`src/hw/rtl/lpkt_pkg.sv`:
```
// Shared constants, codes and types of the linear probing key table.
`default_nettype none
package lpkt_pkg;

  localparam int TABLE_DEPTH = 1024;
  localparam int KEY_BYTES   = 8;
  localparam int KEY_W       = 64;
  localparam int OP_W        = 2;
  localparam int STATUS_W    = 2;
  localparam int MULT_W      = 16;
  localparam int SLOT_W      = $clog2(TABLE_DEPTH);
  localparam int SUM_W       = $clog2(KEY_BYTES * 255 + 1);
  localparam int PROD_W      = SUM_W + MULT_W;
  localparam int CNT_W       = SLOT_W + 1;

  localparam logic [MULT_W-1:0] MULT_RESET = MULT_W'(31);

  // Only the low KEY_BYTES bytes of a key take part in anything.
  localparam logic [KEY_W-1:0] KEY_MASK =
    (KEY_BYTES >= 8) ? {KEY_W{1'b1}} : ((KEY_W'(1) << (8 * KEY_BYTES)) - KEY_W'(1));

  typedef enum logic [OP_W-1:0] {
    OP_INSERT = 2'd0,
    OP_SEARCH = 2'd1,
    OP_REMOVE = 2'd2,
    OP_SPARE  = 2'd3
  } op_t;

  typedef enum logic [STATUS_W-1:0] {
    ST_INSERTED = 2'd0,
    ST_FOUND    = 2'd1,
    ST_ABSENT   = 2'd2,
    ST_FULL     = 2'd3
  } status_t;

  typedef enum logic [1:0] {
    S_CLEAR,
    S_IDLE,
    S_SCAN,
    S_FINISH
  } state_t;

  // One classified item on its way from the front end to the engine.
  typedef struct packed {
    logic [OP_W-1:0]   op;
    logic [KEY_W-1:0]  key;
    logic [SLOT_W-1:0] home;
  } item_t;

endpackage
`default_nettype wire

```
`src/hw/rtl/lpkt_queue.sv`:
```
// Two-entry queue of hashed items between front end and engine.
`default_nettype none
module lpkt_queue
  import lpkt_pkg::*;
(
  input  wire logic  clk,
  input  wire logic  rst,
  input  wire logic  push_valid,
  input  wire item_t push_item,
  output logic       push_ready,
  output logic       pop_valid,
  output item_t      pop_item,
  input  wire logic  pop
);

  item_t      entry [2];
  logic       wr_ptr;
  logic       rd_ptr;
  logic [1:0] count;
  logic       do_push;

  assign push_ready = (count != 2'd2);
  assign pop_valid  = (count != 2'd0);
  assign pop_item   = entry[rd_ptr];
  assign do_push    = push_valid && push_ready;

  always_ff @(posedge clk) begin
    if (rst) begin
      wr_ptr <= 1'b0;
      rd_ptr <= 1'b0;
      count  <= 2'd0;
    end else begin
      if (do_push) begin
        wr_ptr <= !wr_ptr;
      end
      if (pop) begin
        rd_ptr <= !rd_ptr;
      end
      unique case ({do_push, pop})
        2'b10:   count <= count + 2'd1;
        2'b01:   count <= count - 2'd1;
        default: count <= count;
      endcase
    end
  end

  always_ff @(posedge clk) begin
    if (do_push) begin
      entry[wr_ptr] <= push_item;
    end
  end

  a_no_pop_empty: assert property (@(posedge clk) disable iff (rst) pop |-> count != 2'd0)
    else $error("queue popped while empty");

endmodule
`default_nettype wire

```
`config.mk`:
```
export PLATFORM = sky130hd
export DESIGN_NAME = lpkt_queue
export DESIGN_NICKNAME = d
export VERILOG_FILES = /design/src/hw/rtl/lpkt_pkg.sv /design/src/hw/rtl/lpkt_queue.sv
export SDC_FILE = /design/constraint.sdc
export NUM_CORES = 1
export LEC_CHECK = 0
export BUFFER_PORTS_ARGS = -buffer_cell sky130_fd_sc_hd__clkbuf_2
export CAP_MARGIN = 20
export CORE_ASPECT_RATIO = 1.4
export CORE_MARGIN = 2
export CORE_UTILIZATION = 42
export DETAILED_ROUTE_END_ITERATION = 10
export PLACE_DENSITY_LB_ADDON = 0.05
export REMOVE_ABC_BUFFERS = 1
export SYNTH_ARGS = -nofsm -noshare
export SYNTH_HDL_FRONTEND = slang
export SYNTH_SLANG_ARGS = --single-unit
```
`constraint.sdc`:
```
create_clock -name clk -period 5.6 [get_ports clk]
set_clock_uncertainty 0.05 [all_clocks]
set_input_delay 1.4 -clock clk [delete_from_list [all_inputs] [get_ports clk]]
set_output_delay 1.4 -clock clk [all_outputs]
set_load 0.01 [all_outputs]
```
# After elaboration in Yosys (flattened, before gate mapping)
# Memory sizes are Yosys's and may differ from the RTL's. A register that Yosys moved wholly into a read port is not among the register bits.
# Index checks and enable logic that the tools add are counted.
# totals
wordCells	19
rom_bits	0
register_bits	4
mem_bits_rw	152
latchBits	0
n_memories	1
input_bits	80
# op_classes
order_cmp	0
shifts	0
bitwise	0
mul	0
div	0
n_reduce_logical	5
addsub	2
n_eq_ne	3
muxes	5
# memory_table
memory	words	width	rd	rd_ports_with_merged_regs	wr	line_no	rtl
entry	2	76	1	1	1	lpkt_queue.sv:16	item_t entry [2];
# op_table
cell	n
2-to-1 mux 1 bit	4
case mux 2 bit (2 select lines)	1
nonzero test 2 bit	2
adder 2 x 1 -> 2 bit, second input constant	1
equality test 2 x 1 -> 1 bit, second input constant	1
equality test 2 bit, second input constant	1
zero test 1 bit	2
!= test 2 bit, second input constant	1
subtractor 2 x 1 -> 2 bit, second input constant	1
logical AND 1 bit	1

# Longest topological paths before layout
# depth
word_depth	4
depth_mapped	6
ltp_nobuf	6

# Worst setup path before layout
# Ideal clock, no wire load.
# synth_timing
kind	in2reg
from	input port push_valid
to	memory entry[1][0] (netlist bit) (enable)
cell_stages	1
path_slack_ns	1.882
t_arrival_ns	3.225
path_buffers	0
required_ns	5.107
cell_sequence	and3_1
# synth_between
elab_chain_len	3
# synth_lines
element	line_no	rtl
from (decl)	lpkt_queue.sv:8	input wire logic push_valid,
logical AND 1 bit	lpkt_queue.sv:25	assign do_push = push_valid && push_ready;
2-to-1 mux 1 bit	lpkt_queue.sv:48	if (do_push) begin
2-to-1 mux 1 bit (not written as such)	lpkt_queue.sv:49	entry[wr_ptr] <= push_item;
to (decl)	lpkt_queue.sv:16	
# Every way passes these cells.

==> out/metrics.yaml <==
cts.path.max_buffers: 2
area_occupied_by_multi_input_gates_sq_um: 972
num-fill-cells: 1114
setup_total_negative_slack_ns: 0
timing.max_cap.violations: 0
worstSetupPathType: "flip-flop to output pin"
synthesized_flop_and_latch_total: 157
fmax_mhz: 285
drt-vias-per-instance: 4.70
portBuffers: 157
grt_pass1_vias: 3074
yosysUniqueCellTypes: 19
setup_viol: 0
fin_crit_ns: 3.51
timing.critical_path.to_type: "output pin"
clock_root_buffer: "sky130_fd_sc_hd__clkbuf_16"
core_area_sq_um: 13300
drt_iter0_markers: 103
die_footprint_sq_um: 14500
clkLatencyLatePin_ns: 0.40
transition_time_of_the_tightest_slew_check_pin_ns: 1.05
grt_overflow_total: 0
timing.critical_path.required_ns: 4.15
antenna_cells_inserted: 0
flip_flop_and_latch_area_sq_um: 4670
rsz0062_at_grt: "false"
cts.sink_count: 157
placed_cells_incl_taps: 591
cts-hold-fix-buffers: 0
post_synthesis_cell_count: 259
worst_r2r_startpoint: "count[0]"
worstSetupStartpointType: "flip-flop"
postRouteAntennaNets: 0
tritoncts.num_buffers: 17
nNetsFinal: 510
post-dp-hpwl_um: 6190
finalHoldWorstSlack_ns: 0.466
layout.cells.non_filler: 621
finalWirelength_um: 10000
min-delay-start: "count[1]"
timing.max_slew.rel_slack_pct: 30.2
drcViolationCount: 0
cts_setup_buffers: 0
worst_setup_hold_path_clk_slew_ns: 0.06
yosysSeqAreaShare_pct: 82.0
gr-usage-all-layers_pct: 14.3
cts_htree_levels: 4
drive_above_1_share_pct: 61.0
synth-warning-count: 0
grt_first_pass_wirelength_um: 15200
hold_viol_final: 0
power_leakage_nw: 2.74
synthesis.area_per_instance_sq_um: 22.0
run_status: "finished clean"
ctsResizeCount: 0
antenna_found_initial: 0
grt_start_max_net_pins: 77
post_drt_wl_per_cell_um: 16.1
cts_tree: "done"
worst_min_path_class: "flip-flop to flip-flop"
synth.cell_area_sq_um: 5690
p_per_area_nw_per_um2: 398
detail_route.first_pass.iterations: 6
num_vias: 2919
die_height_um: 142
fin_crit_sh_pct: 62.7
power.ir.vdd_worst_uv: 195
placer_congestion_estimate: 0.698
num_rows: 50
area_growth_syn_to_layout_pct: 27.8
critPathMaxFanout: 76
initial_core_util_pct: 42.7
slew_viol_final: 0
die_x_um: 102
cp_data_arrival_time_ns: 2.06
num_io_pins: 158
report_power, final:
part	internal, mW	leakage (nW)	switching, mW
logic	0.158	1.00	0.174
clock network	0.692	0.274	0.416
registers	1.41	1.46	0.0435
total	2.26	2.74	0.633
critical path, stage by stage (launching register included):
cell,delay [ns]
sky130_fd_sc_hd__dfxtp_4,1.03
sky130_fd_sc_hd__mux2_2,0.44
sky130_fd_sc_hd__clkbuf_2,0.13
synthesized netlist by cell type:
library cell	number	area share (%)
sky130_fd_sc_hd__edfxtp_1	152	80
sky130_fd_sc_hd__mux2_2	76	15
sky130_fd_sc_hd__buf_4	5	0.66
sky130_fd_sc_hd__dfxtp_1	5	1.8
sky130_fd_sc_hd__buf_2	3	0.26
sky130_fd_sc_hd__nor2_1	3	0.20
sky130_fd_sc_hd__a21oi_1	2	0.18
sky130_fd_sc_hd__xnor2_1	2	0.31
sky130_fd_sc_hd__a21bo_2	1	0.18
sky130_fd_sc_hd__and3_1	1	0.11
sky130_fd_sc_hd__ha_1	1	0.22
sky130_fd_sc_hd__inv_1	1	0.066
sky130_fd_sc_hd__nand2_1	1	0.066
sky130_fd_sc_hd__nand2b_1	1	0.11
sky130_fd_sc_hd__nand3b_1	1	0.13
sky130_fd_sc_hd__o21ai_0	1	0.088
sky130_fd_sc_hd__or2_2	1	0.11
sky130_fd_sc_hd__or3_1	1	0.11
sky130_fd_sc_hd__xor2_1	1	0.15
kinds of logic (layout without fill, tap and decap cells):
| logic type | Yosys count | in the layout | share of synthesized area, % |
|---|---|---|---|
| flip-flops | 157 | 157 | 82.0 |
| multiplexers | 76 | 76 | 15.0 |
| AND/OR/NAND/NOR | 9 | 9 | 0.836 |
| buffers and inverters | 9 | 189 | 0.990 |
| AO/OA/AOI/OAI | 4 | 4 | 0.440 |
| XOR/XNOR | 3 | 3 | 0.462 |
| adder cells (fa/ha/maj) | 1 | 1 | 0.220 |
cell usage in the layout, fill, tap and decap left out, types with 2 or more instances in the layout:
cell type | netlist | layout
sky130_fd_sc_hd__clkbuf_16 | 0 | 17
sky130_fd_sc_hd__mux2_2 | 76 | 76
sky130_fd_sc_hd__clkbuf_2 | 0 | 157
sky130_fd_sc_hd__dfxtp_1 | 5 | 4
sky130_fd_sc_hd__a21oi_1 | 2 | 2
sky130_fd_sc_hd__bufinv_16 | 0 | 3
sky130_fd_sc_hd__nor2_1 | 3 | 3
sky130_fd_sc_hd__edfxtp_1 | 152 | 152
sky130_fd_sc_hd__xnor2_1 | 2 | 2
sky130_fd_sc_hd__clkinv_2 | 0 | 4
sky130_fd_sc_hd__clkinvlp_4 | 0 | 3
routing by layer:
layer	global-route usage [%]	vias to the layer above	share of wire (%)
met5	0	-	0
met4	5.89	0	0.97
met3	5.67	8	6.8
met2	25.3	93	54
met1	14.7	1450	38
li1	-	1368	-
final cells by class:
| class | count | area share, % |
|---|---|---|
| sequential | 157 | 64.2 |
| multi-input combinational | 93 | 13.4 |
| timing repair buffer | 159 | 11.3 |
| clock buffer | 18 | 5.90 |
| tap | 182 | 3.13 |
| clock inverter | 11 | 2.00 |
| inverter | 1 | 0.0689 |
registers in the layout, summed over array words and instances, names as in the netlist, named ones only:
signal  count
count       2
entry     152
rd_ptr      1
wr_ptr      1
per-stage QoR:
stage	utilization (%)	instance area [sq um]	worst slack, ns	power (mW)
floorplan	-	5640	1.75	1.66
global placement	50.0	6670	2.23	1.81
detailed placement	50.0	6670	2.20	1.82
CTS	54.3	7240	2.03	2.94
global route	54.5	7270	1.95	3.02
finish	54.5	7270	2.09	2.90
final timing paths:
check | to | slack, ns | cells past startpoint
min | count[1] | 0.47 | 2
min reg2reg | count[1] | 0.47 | 2
max reg2reg | entry[0][17] | 3.20 | 4
max | pop_item[7] | 2.09 | 2
No activity file was read; power rests on OpenSTA's default activity.
