$ cat src/hw/rtl/lpkt_pkg.sv
// Shared constants, codes and types of the linear probing key table.
`default_nettype none
package lpkt_pkg;

  localparam int TABLE_DEPTH = 1024;
  localparam int KEY_BYTES   = 8;
  localparam int KEY_W       = 64;
  localparam int OP_W        = 2;
  localparam int STATUS_W    = 2;
  localparam int MULT_W      = 16;
  localparam int SLOT_W      = $clog2(TABLE_DEPTH);
  localparam int SUM_W       = $clog2(KEY_BYTES * 255 + 1);
  localparam int PROD_W      = SUM_W + MULT_W;
  localparam int CNT_W       = SLOT_W + 1;

  localparam logic [MULT_W-1:0] MULT_RESET = MULT_W'(31);

  // Only the low KEY_BYTES bytes of a key take part in anything.
  localparam logic [KEY_W-1:0] KEY_MASK =
    (KEY_BYTES >= 8) ? {KEY_W{1'b1}} : ((KEY_W'(1) << (8 * KEY_BYTES)) - KEY_W'(1));

  typedef enum logic [OP_W-1:0] {
    OP_INSERT = 2'd0,
    OP_SEARCH = 2'd1,
    OP_REMOVE = 2'd2,
    OP_SPARE  = 2'd3
  } op_t;

  typedef enum logic [STATUS_W-1:0] {
    ST_INSERTED = 2'd0,
    ST_FOUND    = 2'd1,
    ST_ABSENT   = 2'd2,
    ST_FULL     = 2'd3
  } status_t;

  typedef enum logic [1:0] {
    S_CLEAR,
    S_IDLE,
    S_SCAN,
    S_FINISH
  } state_t;

  // One classified item on its way from the front end to the engine.
  typedef struct packed {
    logic [OP_W-1:0]   op;
    logic [KEY_W-1:0]  key;
    logic [SLOT_W-1:0] home;
  } item_t;

endpackage
`default_nettype wire

$ cat src/hw/rtl/lpkt_req_if.sv
// Request channel: operation and key.
`default_nettype none
interface lpkt_req_if;
  import lpkt_pkg::*;
  logic              valid;
  logic              ready;
  logic [OP_W-1:0]   operation;
  logic [KEY_W-1:0]  key;

  modport source (output valid, output operation, output key, input ready);
  modport sink   (input valid, input operation, input key, output ready);
endinterface
`default_nettype wire

$ cat src/hw/rtl/lpkt_cfg_if.sv
// Configuration write channel: hash multiplier.
`default_nettype none
interface lpkt_cfg_if;
  import lpkt_pkg::*;
  logic              valid;
  logic              ready;
  logic [MULT_W-1:0] data;

  modport source (output valid, output data, input ready);
  modport sink   (input valid, input data, output ready);
endinterface
`default_nettype wire

$ cat src/hw/rtl/lpkt_front.sv
// Front end: takes items, masks the key, hashes it to a home slot, holds the multiplier.
`default_nettype none
module lpkt_front
  import lpkt_pkg::*;
(
  input  wire logic  clk,
  input  wire logic  rst,
  lpkt_req_if.sink   req,
  lpkt_cfg_if.sink   cfg,
  output logic       push_valid,
  output item_t      push_item,
  input  wire logic  push_ready
);

  logic [MULT_W-1:0] hash_multiplier;
  logic              stg_valid;
  logic [OP_W-1:0]   stg_op;
  logic [KEY_W-1:0]  stg_key;
  logic [SUM_W-1:0]  stg_sum;

  logic [KEY_W-1:0]  key_masked;
  logic [SUM_W-1:0]  byte_sum;
  logic [PROD_W-1:0] product;
  logic              take;

  assign cfg.ready = 1'b1;

  always_ff @(posedge clk) begin
    if (rst) begin
      hash_multiplier <= MULT_RESET;
    end else if (cfg.valid) begin
      hash_multiplier <= cfg.data;
    end
  end

  assign key_masked = req.key & KEY_MASK;

  always_comb begin
    byte_sum = '0;
    for (int b = 0; b < KEY_BYTES; b++) begin
      byte_sum = byte_sum + SUM_W'(key_masked[8*b +: 8]);
    end
  end

  // Stage register drains into the queue; refill in the same cycle.
  assign req.ready = !stg_valid || push_ready;
  assign take      = req.valid && req.ready;

  always_ff @(posedge clk) begin
    if (rst) begin
      stg_valid <= 1'b0;
    end else if (take) begin
      stg_valid <= 1'b1;
    end else if (push_ready) begin
      stg_valid <= 1'b0;
    end
  end

  always_ff @(posedge clk) begin
    if (take) begin
      stg_op  <= req.operation;
      stg_key <= key_masked;
      stg_sum <= byte_sum;
    end
  end

  // Depth is a power of two, so the modulo is the low bits of the product.
  assign product = PROD_W'(stg_sum) * PROD_W'(hash_multiplier);

  assign push_valid = stg_valid;
  assign push_item  = '{op: stg_op, key: stg_key, home: product[SLOT_W-1:0]};

endmodule
`default_nettype wire

$ cat src/flat_wrapper.sv
// flat-port wrapper written by rule: the top's interface ports become plain ports
module lpkt_front_flat import lpkt_pkg::*;
  (clk, rst, push_valid, push_item, push_ready, req_valid, req_operation, req_key, req_ready, cfg_valid, cfg_data, cfg_ready);
  lpkt_req_if req_i ();
  lpkt_cfg_if cfg_i ();
  input  wire logic clk;
  input  wire logic rst;
  output logic push_valid;
  output item_t push_item;
  input  wire logic push_ready;
  input wire logic [$bits(req_i.valid)-1:0] req_valid;
  input wire logic [$bits(req_i.operation)-1:0] req_operation;
  input wire logic [$bits(req_i.key)-1:0] req_key;
  output wire logic [$bits(req_i.ready)-1:0] req_ready;
  input wire logic [$bits(cfg_i.valid)-1:0] cfg_valid;
  input wire logic [$bits(cfg_i.data)-1:0] cfg_data;
  output wire logic [$bits(cfg_i.ready)-1:0] cfg_ready;
  assign req_i.valid = req_valid;
  assign req_i.operation = req_operation;
  assign req_i.key = req_key;
  assign req_ready = req_i.ready;
  assign cfg_i.valid = cfg_valid;
  assign cfg_i.data = cfg_data;
  assign cfg_ready = cfg_i.ready;
  lpkt_front u_core (.clk(clk), .rst(rst), .req(req_i), .cfg(cfg_i), .push_valid(push_valid), .push_item(push_item), .push_ready(push_ready));
endmodule
$ cat config.mk
export PLATFORM = sky130hd
export DESIGN_NAME = lpkt_front_flat
export DESIGN_NICKNAME = d
export VERILOG_FILES = /design/src/hw/rtl/lpkt_pkg.sv /design/src/hw/rtl/lpkt_req_if.sv /design/src/hw/rtl/lpkt_cfg_if.sv /design/src/hw/rtl/lpkt_front.sv /design/src/flat_wrapper.sv
export SDC_FILE = /design/constraint.sdc
export NUM_CORES = 1
export LEC_CHECK = 0
export ABC_AREA = 1
export ABC_CLOCK_PERIOD_IN_PS = 11750
export BUFFER_PORTS_ARGS = -buffer_cell sky130_fd_sc_hd__buf_2
export CORE_MARGIN = 2
export CORE_UTILIZATION = 50
export DETAILED_ROUTE_END_ITERATION = 12
export HOLD_SLACK_MARGIN = 0.1
export PLACE_DENSITY = 0.77
export SKIP_CTS_REPAIR_TIMING = 1
export SLEW_MARGIN = 20
export SYNTH_ARGS = -nofsm -noshare
export SYNTH_HDL_FRONTEND = slang
export SYNTH_SLANG_ARGS = --single-unit
export TNS_END_PERCENT = 10
$ cat constraint.sdc
create_clock -name clk -period 11.75 [get_ports clk]
set_input_delay 1.175 -clock clk [delete_from_list [all_inputs] [get_ports clk]]
set_output_delay 1.175 -clock clk [all_outputs]
set_load 0.01 [all_outputs]
# Word-level counts from Yosys, hierarchy flattened
# Cells that the tools add are included.
dict set report op_classes {
  add_sub_neg 7
  mul 1
  mux 2
  reduce_logical 4
}
# op count
set ops {}
lappend ops {{$add A11 B8 Y11} 6}
lappend ops {{$mul A11 B16 Y10} 1}
lappend ops {{$add A8 B8 Y9} 1}
lappend ops {{$mux W1} 2}
lappend ops {{$reduce_bool A2 Y1} 1}
lappend ops {{$logic_and A1 B1 Y1} 1}
lappend ops {{$logic_not A1 Y1} 1}
lappend ops {{$logic_or A1 B1 Y1} 1}
dict set report word_totals {
  ff_bits 94
  out_inout_bits 79
  wordCells 19
}

# Longest topological paths before layout
# Gate-level depths: netlist (run 1).
dict set report logic_depth {
  depth_word 7
  depth_mapped 24
}

# Worst setup path after synthesis (run 1)
# Ideal clock, no wire load.
dict set report synth_path {
  path_type {in2reg}
  start {input req_valid}
  end {register u_core.stg_key[0] (enable)}
  setup_ns 0.535
  t_arrival_ns 4.897
  required_ns 11.215
  slack_ns 6.318
  cell_stages 2
  n_path_buf 0
  cell_sequence {inv_1 -> a21oi_1}
}
dict set report synth_between {
  elab_chain_len 1
}
# element line_no
set synth_rtl {}
lappend synth_rtl {{start, declared} flat_wrapper.sv:11} ;# input wire logic [$bits(req_i.valid)-1:0] req_valid;
lappend synth_rtl {{$logic_and A1 B1 Y1} lpkt_front.sv:47} ;# assign take = req.valid && req.ready;
lappend synth_rtl {{net u_core.take} lpkt_front.sv:24} ;# logic take;
lappend synth_rtl {{end signal, assigned} lpkt_front.sv:62} ;# stg_key <= key_masked;
lappend synth_rtl {{end, declared} lpkt_front.sv:18} ;# logic [KEY_W-1:0] stg_key;
# The timed path passes the listed nets, and every way through them passes these cells.
# A chain may end at the register's enable or synchronous reset.

==> results of run 1 <==
cell families (layout without fill, tap and decap cells):
group,count (synthesis),in the layout,share of synthesized area
compound gates,35,35,0.03066
xor+xnor,22,22,0.03190
simple gates,161,161,0.1164
fa+ha+maj,106,106,0.2954
other cells,1,1,0.0006209
flops,87,87,0.4143
buf+inv,170,336,0.1106
layout make-up:
type,instances,share of cell area
clock buffers,9,0.03099
clock inverters,7,0.009986
inverters,161,0.08316
multi-input cells,325,0.3963
flip-flops and latches,87,0.3444
well taps,147,0.02531
repair buffers,159,0.1098
cell usage after synthesis:
cell      count  share of area
ha_1         45          0.093
nor2_1       17          0.011
a211oi_1      1         0.0012
nand4_1       4         0.0041
xnor2_1       7          0.010
and2_2        1         0.0012
nand2_2       9         0.0093
inv_1       155          0.096
dfxtp_1      11          0.036
xor2_1       15          0.022
conb_1        1        0.00062
clkinv_1      4         0.0025
or2_1         1         0.0010
o211ai_1      3         0.0037
o21ai_0       5         0.0041
edfxtp_1     76           0.38
clkbuf_1      2         0.0012
nand2_4       1         0.0019
nand3_1      17          0.014
a21oi_1      21          0.017
fa_1         61           0.20
buf_6         1         0.0019
buf_4         6         0.0075
o21ai_1       5         0.0041
inv_2         2         0.0012
nand3_2       5         0.0083
nand2_1     106          0.066
critical path: stages (launching register included):
cell and delay (ns):
edfxtp_1 0.53, nand2_1 0.13, inv_1 0.06, fa_1 0.54
inv_1 0.06, fa_1 0.50, inv_1 0.05, fa_1 0.47
fa_1 0.53, fa_1 0.52, ha_1 0.36, nand2_1 0.10
a21oi_1 0.05, a211oi_1 0.17, and2_2 0.21, inv_1 0.04
nand2_1 0.05, nand2_1 0.04, buf_2 0.13
routing by layer:
layer  track usage  routed length [µm]
met1        0.2238                4635
met2        0.3473                6104
met3       0.05420                 829
met4       0.08943                 312
met5             0                   0
registers in the layout, summed over array words and instances (netlist names):
register                flops
u_core.stg_sum             10
u_core.hash_multiplier     10
u_core.stg_key             64
u_core.push_valid           1
u_core.stg_op               2
final timing paths:
| check | end | startpoint |
|---|---|---|
| worst min register to register | u_core.hash_multiplier[9] | u_core.hash_multiplier[9] |
| worst max-delay path | push_item[9] | u_core.stg_sum[3] |
| worst min-delay path | u_core.hash_multiplier[9] | u_core.hash_multiplier[9] |
| worst max register to register | u_core.stg_key[46] | u_core.push_valid |
through the flow:
| step | hold slack (ns) | cells | util |
|---|---|---|---|
| 2_1_floorplan | 0.4626 | 582 | - |
| 3_3_place_gp | 0.4865 | 879 | 0.5851 |
| 3_5_place_dp | 0.4943 | 879 | 0.5851 |
| 4_1_cts | 0.5086 | 895 | 0.6101 |
| 5_1_grt | 0.5549 | 895 | 0.6101 |
| 6_report | 0.5041 | 895 | 0.6101 |
==> flow_summary.ini, run 1 <==
[setup_path]
reg2reg_depth = 2
cp.required_ns = 10.58
arrival_ns = 4.87
cp-end-kind = output pin
crit_type = reg -> out
rrSetupSlack_ns = 10.09
crit_path_start_kind = flip-flop
worstPathMaxFanout = 7

[route]
drc = 0
ant_nets = 0
vias_per_cell = 4.825
totalWireLength_um = 11880
drt_iter0_drc = 166
wire_per_inst_um = 13.27
drt_pass1_iterations = 4
dr_total_vias = 4318

[cells_and_area]
fill_cells = 949
final_nets = 936
layout_common_cells = buf_2 (158), inv_1 (155), nand2_1 (106)
layout_commonest_cell = buf_2
n_antenna_cell = 0
syn_to_final_growth_pct = 20.32
multi_input_area_um2 = 2880
drive_gt1_frac = 0.2594
final-seq-area_um2 = 2502
stdcell_area_um2 = 7267

[synth]
syn-cell-area_um2 = 6040
synth_cells = 582
synth_seq_cells = 87
yosysUniqueCellTypes = 27
yosys_warnings = 0
ys_seq_area_frac = 0.4143
avgSynthCellArea_um2 = 10.38
syn_nets = 775

[clock_network]
cts_tree = done
cts_root_buf = clkbuf_16
clk_latency_ns = 0.35
numClockSinks = 87
tritoncts.num_buffers = 9
cts.htree.levels = 3
path_clk_slew_ns = 0.07
clockBufferDepth = 2

[sta]
slew_viol_final = 0
hold_viol = 0
post-route-period-util = 0.5142
layout_min_cycle_time_ns = 6.042
tightest_slew_ns = 0.9636
finalSetupViolations = 0
fmax_mhz = 165.5
skew_ns = 0.007068
rsz0062_at_grt = false
worst_slack_ns = 5.708
tns_ns = 0
maxSlewHeadroom = 0.3576

[floorplanning]
rows = 40
start_util = 0.5070
core_um2 = 11910
die_w_um = 113.9
ios = 166
fp.dieArea_um2 = 12970
die_y_um = 113.9

[grt]
grt_first_pass_wirelength_um = 19950
antenna_found_initial = 0
overflow = 0
grt_pass1_vias = 4594
grt_max_degree = 77
globalRouteTotalUtil = 0.1970

[min_path]
hp-class = reg -> reg
holdPathStages = 2

[job]
maxCapViolCount = 0

[placement]
dp_worst_setup_slack_ns = 5.871
placed_area_um2 = 6969
io_buffers = 158
hpwl_um = 9549
gp_congestion = 0.8299

[run_status]
status = finished, final reports clean
Power of run 1 is not shown: default switching activity piles up to over one toggle a cycle in this logic, so the estimate is an artifact.
==> run 2, diff against run 1 <==
Settings changed: ABC_CLOCK_PERIOD_IN_PS 11750 to 5670.
Clock period 11.75 ns to 5.67 ns, I/O delays scaled along.
==> run 2 against run 1 <==
Worst setup slack got worse by 5.4 ns. Core utilization is 0.074 points higher. Count of clock-buffer cells in the layout did not move. Via count about the same. Critical path depth is the same. Flip-flop and latch count did not move. Clock skew decreased by 0.0030 ns. Sequential share of layout area about the same. First-iteration DRC count is 17% lower. Worst hold slack got worse by 0.12 ns. Register-to-register slack worse by 6.1 ns.
==> flow_summary.ini, run 2 (synthesized netlist as in run 1, its figures left out) <==
[cells_and_area]
final_nets = 937
layout_commonest_cell = buf_2
largest-register = u_core.stg_key
fill_cells = 993
syn_to_final_growth_pct = 20.47
largest_reg_flops = 64
fin_cells = 896
drive_gt1_frac = 0.2617
layout_common_cells = buf_2 (158), inv_1 (155), nand2_1 (106)
n_antenna_cell = 0
top_regs = u_core.stg_key: 64 flops, u_core.hash_multiplier: 10 flops, u_core.stg_sum: 10 flops

[sta]
hold_viol = 0
layout_min_cycle_time_ns = 5.382
tns_ns = 0
slew_viol_final = 0
skew_ns = 0.004028
maxSlewHeadroom = 0.3651
fmax_mhz = 185.8
tightest_slew_ns = 0.9523
rsz0062_at_grt = false
finalSetupViolations = 0
post-route-period-util = 0.9493

[grt]
met2_usage = 0.3653
grt-busiest-layer = met2
grt_max_degree = 77
met1_usage = 0.2188
grt_use_met3 = 0.05048
antenna_found_initial = 0
grt_first_pass_wirelength_um = 20180
globalRouteTotalUtil = 0.2001
grt_pass1_vias = 4575
overflow = 0

[placement]
io_buffers = 158
placed_cells = 879
hpwl_um = 9845
gp_congestion = 0.8036

[min_path]
worstHoldStart = rst
whs_endpoint = u_core.push_valid
holdPathStages = 2
hp-class = in -> reg

[clock_network]
cts_root_buf = clkbuf_16
numClockSinks = 87
cts.htree.levels = 3
clk_latency_ns = 0.35
path_clk_slew_ns = 0.07
cts_tree = done
clockBufferDepth = 2
tritoncts.num_buffers = 9

[floorplanning]
ios = 166
core_um2 = 11910
die_w_um = 113.9
die_y_um = 113.9
rows = 40
start_util = 0.5070
fp.dieArea_um2 = 12970

[setup_path]
crit_chain = nand2_1 -> inv_1 -> fa_1 -> inv_1 -> fa_1 -> inv_1 -> fa_1 -> fa_1 -> fa_1 -> ha_1 -> nand2_1 -> a21oi_1 -> a211oi_2 -> and2_4 -> inv_1 -> nand2_1 -> nand2_1 -> buf_2
max_stage_delay_ns = 0.54
arrival_ns = 4.82
reg2reg_to = u_core.stg_sum[2]
rrSetupSlack_ns = 4.03
cp-end-kind = output pin
worstPathMaxFanout = 7
r2r_start = u_core.push_valid
crit_path_start_kind = flip-flop
crit_top_cell = fa_1
cpMaxStageDelayCell = fa_1
crit_type = reg -> out
cp.required_ns = 5.10
reg2reg_depth = 2

[route]
drt_iter0_drc = 137
totalWireLength_um = 12160
drc = 0
ant_nets = 0
vias_per_cell = 4.820
drt_pass1_iterations = 4
dr_total_vias = 4319
wire_per_inst_um = 13.57

[job]
maxCapViolCount = 0

[run_status]
status = finished, final reports clean
## run 2: area by class of cell
class	instances	area [µm²]	share of cell area
Clock buffer	9	225.2	0.03095
Tap cell	147	183.9	0.02528
Clock inverter	7	67.56	0.009286
Multi-Input combinational cell	325	2887	0.3967
Timing Repair Buffer	160	805.8	0.1107
Inverter	161	604.3	0.08306
Sequential cell	87	2502	0.3439
## run 2: worst max-delay path, delay by kind of cell (launching register included)
family	cells	cell delay, ns
adders and majority gates	6	2.89
and+or+nand+nor	5	0.52
AOI/OAI and AO/OA	2	0.20
DFF	1	0.53
buffers and inverters	5	0.34
## run 2: metrics by stage
stage          area, µm²    util  hold slack [ns]  setup slack [ns]
2_1_floorplan       6040       -           0.4626            0.8462
3_3_place_gp        6969  0.5851           0.4886            0.5089
3_5_place_dp        6969  0.5851           0.4863            0.4391
4_1_cts             7262  0.6097           0.3745            0.2380
5_1_grt             7276  0.6108           0.3781           0.02428
6_report            7276  0.6108           0.3857            0.2877
## run 2: worst max path at each step
| stage | slack [ns] | cells after the start | to | startpoint |
|---|---|---|---|---|
| after detailed placement | 0.44 | 20 | u_core.stg_sum[7] | req_key[0] |
| after floorplan | 0.85 | 2 | u_core.stg_key[0] | req_valid |
| final | 0.29 | 18 | push_item[9] | u_core.stg_sum[3] |
| after global routing | 0.02 | 18 | push_item[9] | u_core.stg_sum[3] |
| after CTS | 0.24 | 18 | push_item[9] | u_core.stg_sum[3] |
| after global placement | 0.51 | 20 | u_core.stg_sum[7] | req_key[0] |
## run 2: routing by layer
metal / up-vias / wire, µm
met1: 2043 / 4714
met3: 27 / 802
li1: 2120 / -
met2: 129 / 6325
met5: - / 0
met4: 0 / 314
Power of run 2 is left out for the same reason.
==> run 3, diff against run 2 <==
Settings changed: CELL_PAD_IN_SITES_DETAIL_PLACEMENT set to 0, CELL_PAD_IN_SITES_GLOBAL_PLACEMENT set to 1, CORE_UTILIZATION 50 to 41, PLACE_DENSITY 0.77 to unset, PLACE_DENSITY_LB_ADDON set to 0.1.
==> run 3 against run 2 <==
Non-clock buffer count grew 2. Clock skew grew 0.0034 ns. First-iteration DRC count down 20%. Core utilization shrank 10 points. Register-to-register slack worse by 0.06 ns. Worst setup slack better by 0.062 ns. Critical path depth unchanged. Flip-flop and latch count unchanged. Sequential share of layout area is 0.30 points lower. Die area is 21% higher. Via count decreased by 3.6%.
==> flow_summary.ini, run 3 (synthesized netlist as in run 1, its figures left out) <==
[sta]
rsz0062_at_grt = false
maxSlewHeadroom = 0.6429
tns_ns = 0
layout_min_cycle_time_ns = 5.320
slew_viol_final = 0
post-route-period-util = 0.9384
finalSetupViolations = 0
hold_viol = 0
worst_slack_ns = 0.3495
fmax_mhz = 188.0
tightest_slew_ns = 0.5357
skew_ns = 0.007434

[clock_network]
cts_tree = done
cts.htree.levels = 3
path_clk_slew_ns = 0.06
clockBufferDepth = 2
clk_latency_ns = 0.33
cts_root_buf = clkbuf_16
tritoncts.num_buffers = 9
numClockSinks = 87

[grt]
overflow = 0
grt_pass1_vias = 4479
globalRouteTotalUtil = 0.1593
grt_first_pass_wirelength_um = 20080
grt_max_degree = 42
antenna_found_initial = 1

[min_path]
whs_endpoint = u_core.push_valid
holdPathStages = 2
worstHoldStart = rst
hp-class = in -> reg

[route]
dr_total_vias = 4164
totalWireLength_um = 11900
drt_iter0_drc = 109
vias_per_cell = 4.458
drt_pass1_iterations = 4
ant_nets = 0
wire_per_inst_um = 12.74
drc = 0

[setup_path]
crit_path_start_kind = flip-flop
crit_type = reg -> out
rrSetupSlack_ns = 3.97
cpMaxStageDelayCell = edfxtp_1
worstPathMaxFanout = 8
cp-end-kind = output pin
arrival_ns = 4.75
crit_top_cell = fa_1
r2r_start = u_core.push_valid
reg2reg_depth = 2
reg2reg_to = u_core.stg_key[43]
crit_chain = nand2_1 -> inv_1 -> fa_1 -> inv_1 -> fa_1 -> inv_1 -> fa_1 -> fa_1 -> fa_1 -> ha_1 -> nand2_1 -> a21oi_1 -> a211oi_1 -> and2_2 -> inv_1 -> nand2_1 -> nand2_1 -> buf_2
max_stage_delay_ns = 0.56
cp.required_ns = 5.10

[placement]
io_buffers = 158
dp_worst_setup_slack_ns = 0.4822
placed_area_um2 = 7030
hpwl_um = 10130
gp_congestion = 0.8495

[cells_and_area]
stdcell_area_um2 = 7340
fill_cells = 1361
n_antenna_cell = 0
drive_gt1_frac = 0.2573
largest-register = u_core.stg_key
syn_to_final_growth_pct = 21.52
final_nets = 939
largest_reg_flops = 64
layout_common_cells = buf_2 (158), inv_1 (155), nand2_1 (106)
fin_util = 0.5069
top_regs = u_core.stg_key: 64 flops, u_core.hash_multiplier: 10 flops, u_core.stg_sum: 10 flops
layout_commonest_cell = buf_2

[floorplanning]
rows = 44
fp.dieArea_um2 = 15720
die_y_um = 125.4
core_um2 = 14480
ios = 166
start_util = 0.4171
die_w_um = 125.4

[run_status]
status = finished, final reports clean

[job]
maxCapViolCount = 0
-- run 3: cell type report --
cell class	instances	area, µm²	share of cell area
multi-input cells	325	2880	0.3924
flip-flops and latches	87	2502	0.3409
repair buffers	162	840.8	0.1146
inverters	161	604.3	0.08234
clock buffers	12	236.5	0.03222
well taps	184	230.2	0.03137
clock inverters	3	45.04	0.006137
-- run 3: layer usage --
layer | GRT usage | vias to the layer above | wire [µm]
met4 | 0.05229 | 2 | 153
met5 | 0 | - | 7
met2 | 0.2980 | 88 | 6366
met3 | 0.04621 | 9 | 733
li1 | - | 2109 | -
met1 | 0.1721 | 1956 | 4642
-- run 3: worst max-delay path, delay by kind of cell (launching register included) --
family / cells / cell delay, ns
compound gates: 2 / 0.19
fa+ha+maj: 6 / 2.83
buf+inv: 5 / 0.34
flops: 1 / 0.56
simple gates: 5 / 0.51
-- run 3: per-stage QoR --
stage / std cells / hold slack (ns)
2_1_floorplan: 582 / 0.4626
3_3_place_gp: 918 / 0.5007
3_5_place_dp: 918 / 0.5310
4_1_cts: 933 / 0.3935
5_1_grt: 934 / 0.3930
6_report: 934 / 0.4086
-- run 3: how the worst max path moves through the flow --
stage / start / end / slack [ns] / cells after the start
2_1_floorplan: req_valid / u_core.stg_key[0] / 0.85 / 2
3_3_place_gp: req_key[0] / u_core.stg_sum[8] / 0.48 / 22
3_5_place_dp: req_key[0] / u_core.stg_sum[8] / 0.48 / 22
4_1_cts: u_core.stg_sum[2] / push_item[9] / 0.30 / 18
5_1_grt: u_core.stg_sum[3] / push_item[9] / 0.02 / 17
6_report: u_core.stg_sum[2] / push_item[9] / 0.35 / 18
Power of run 3 is left out for the same reason.
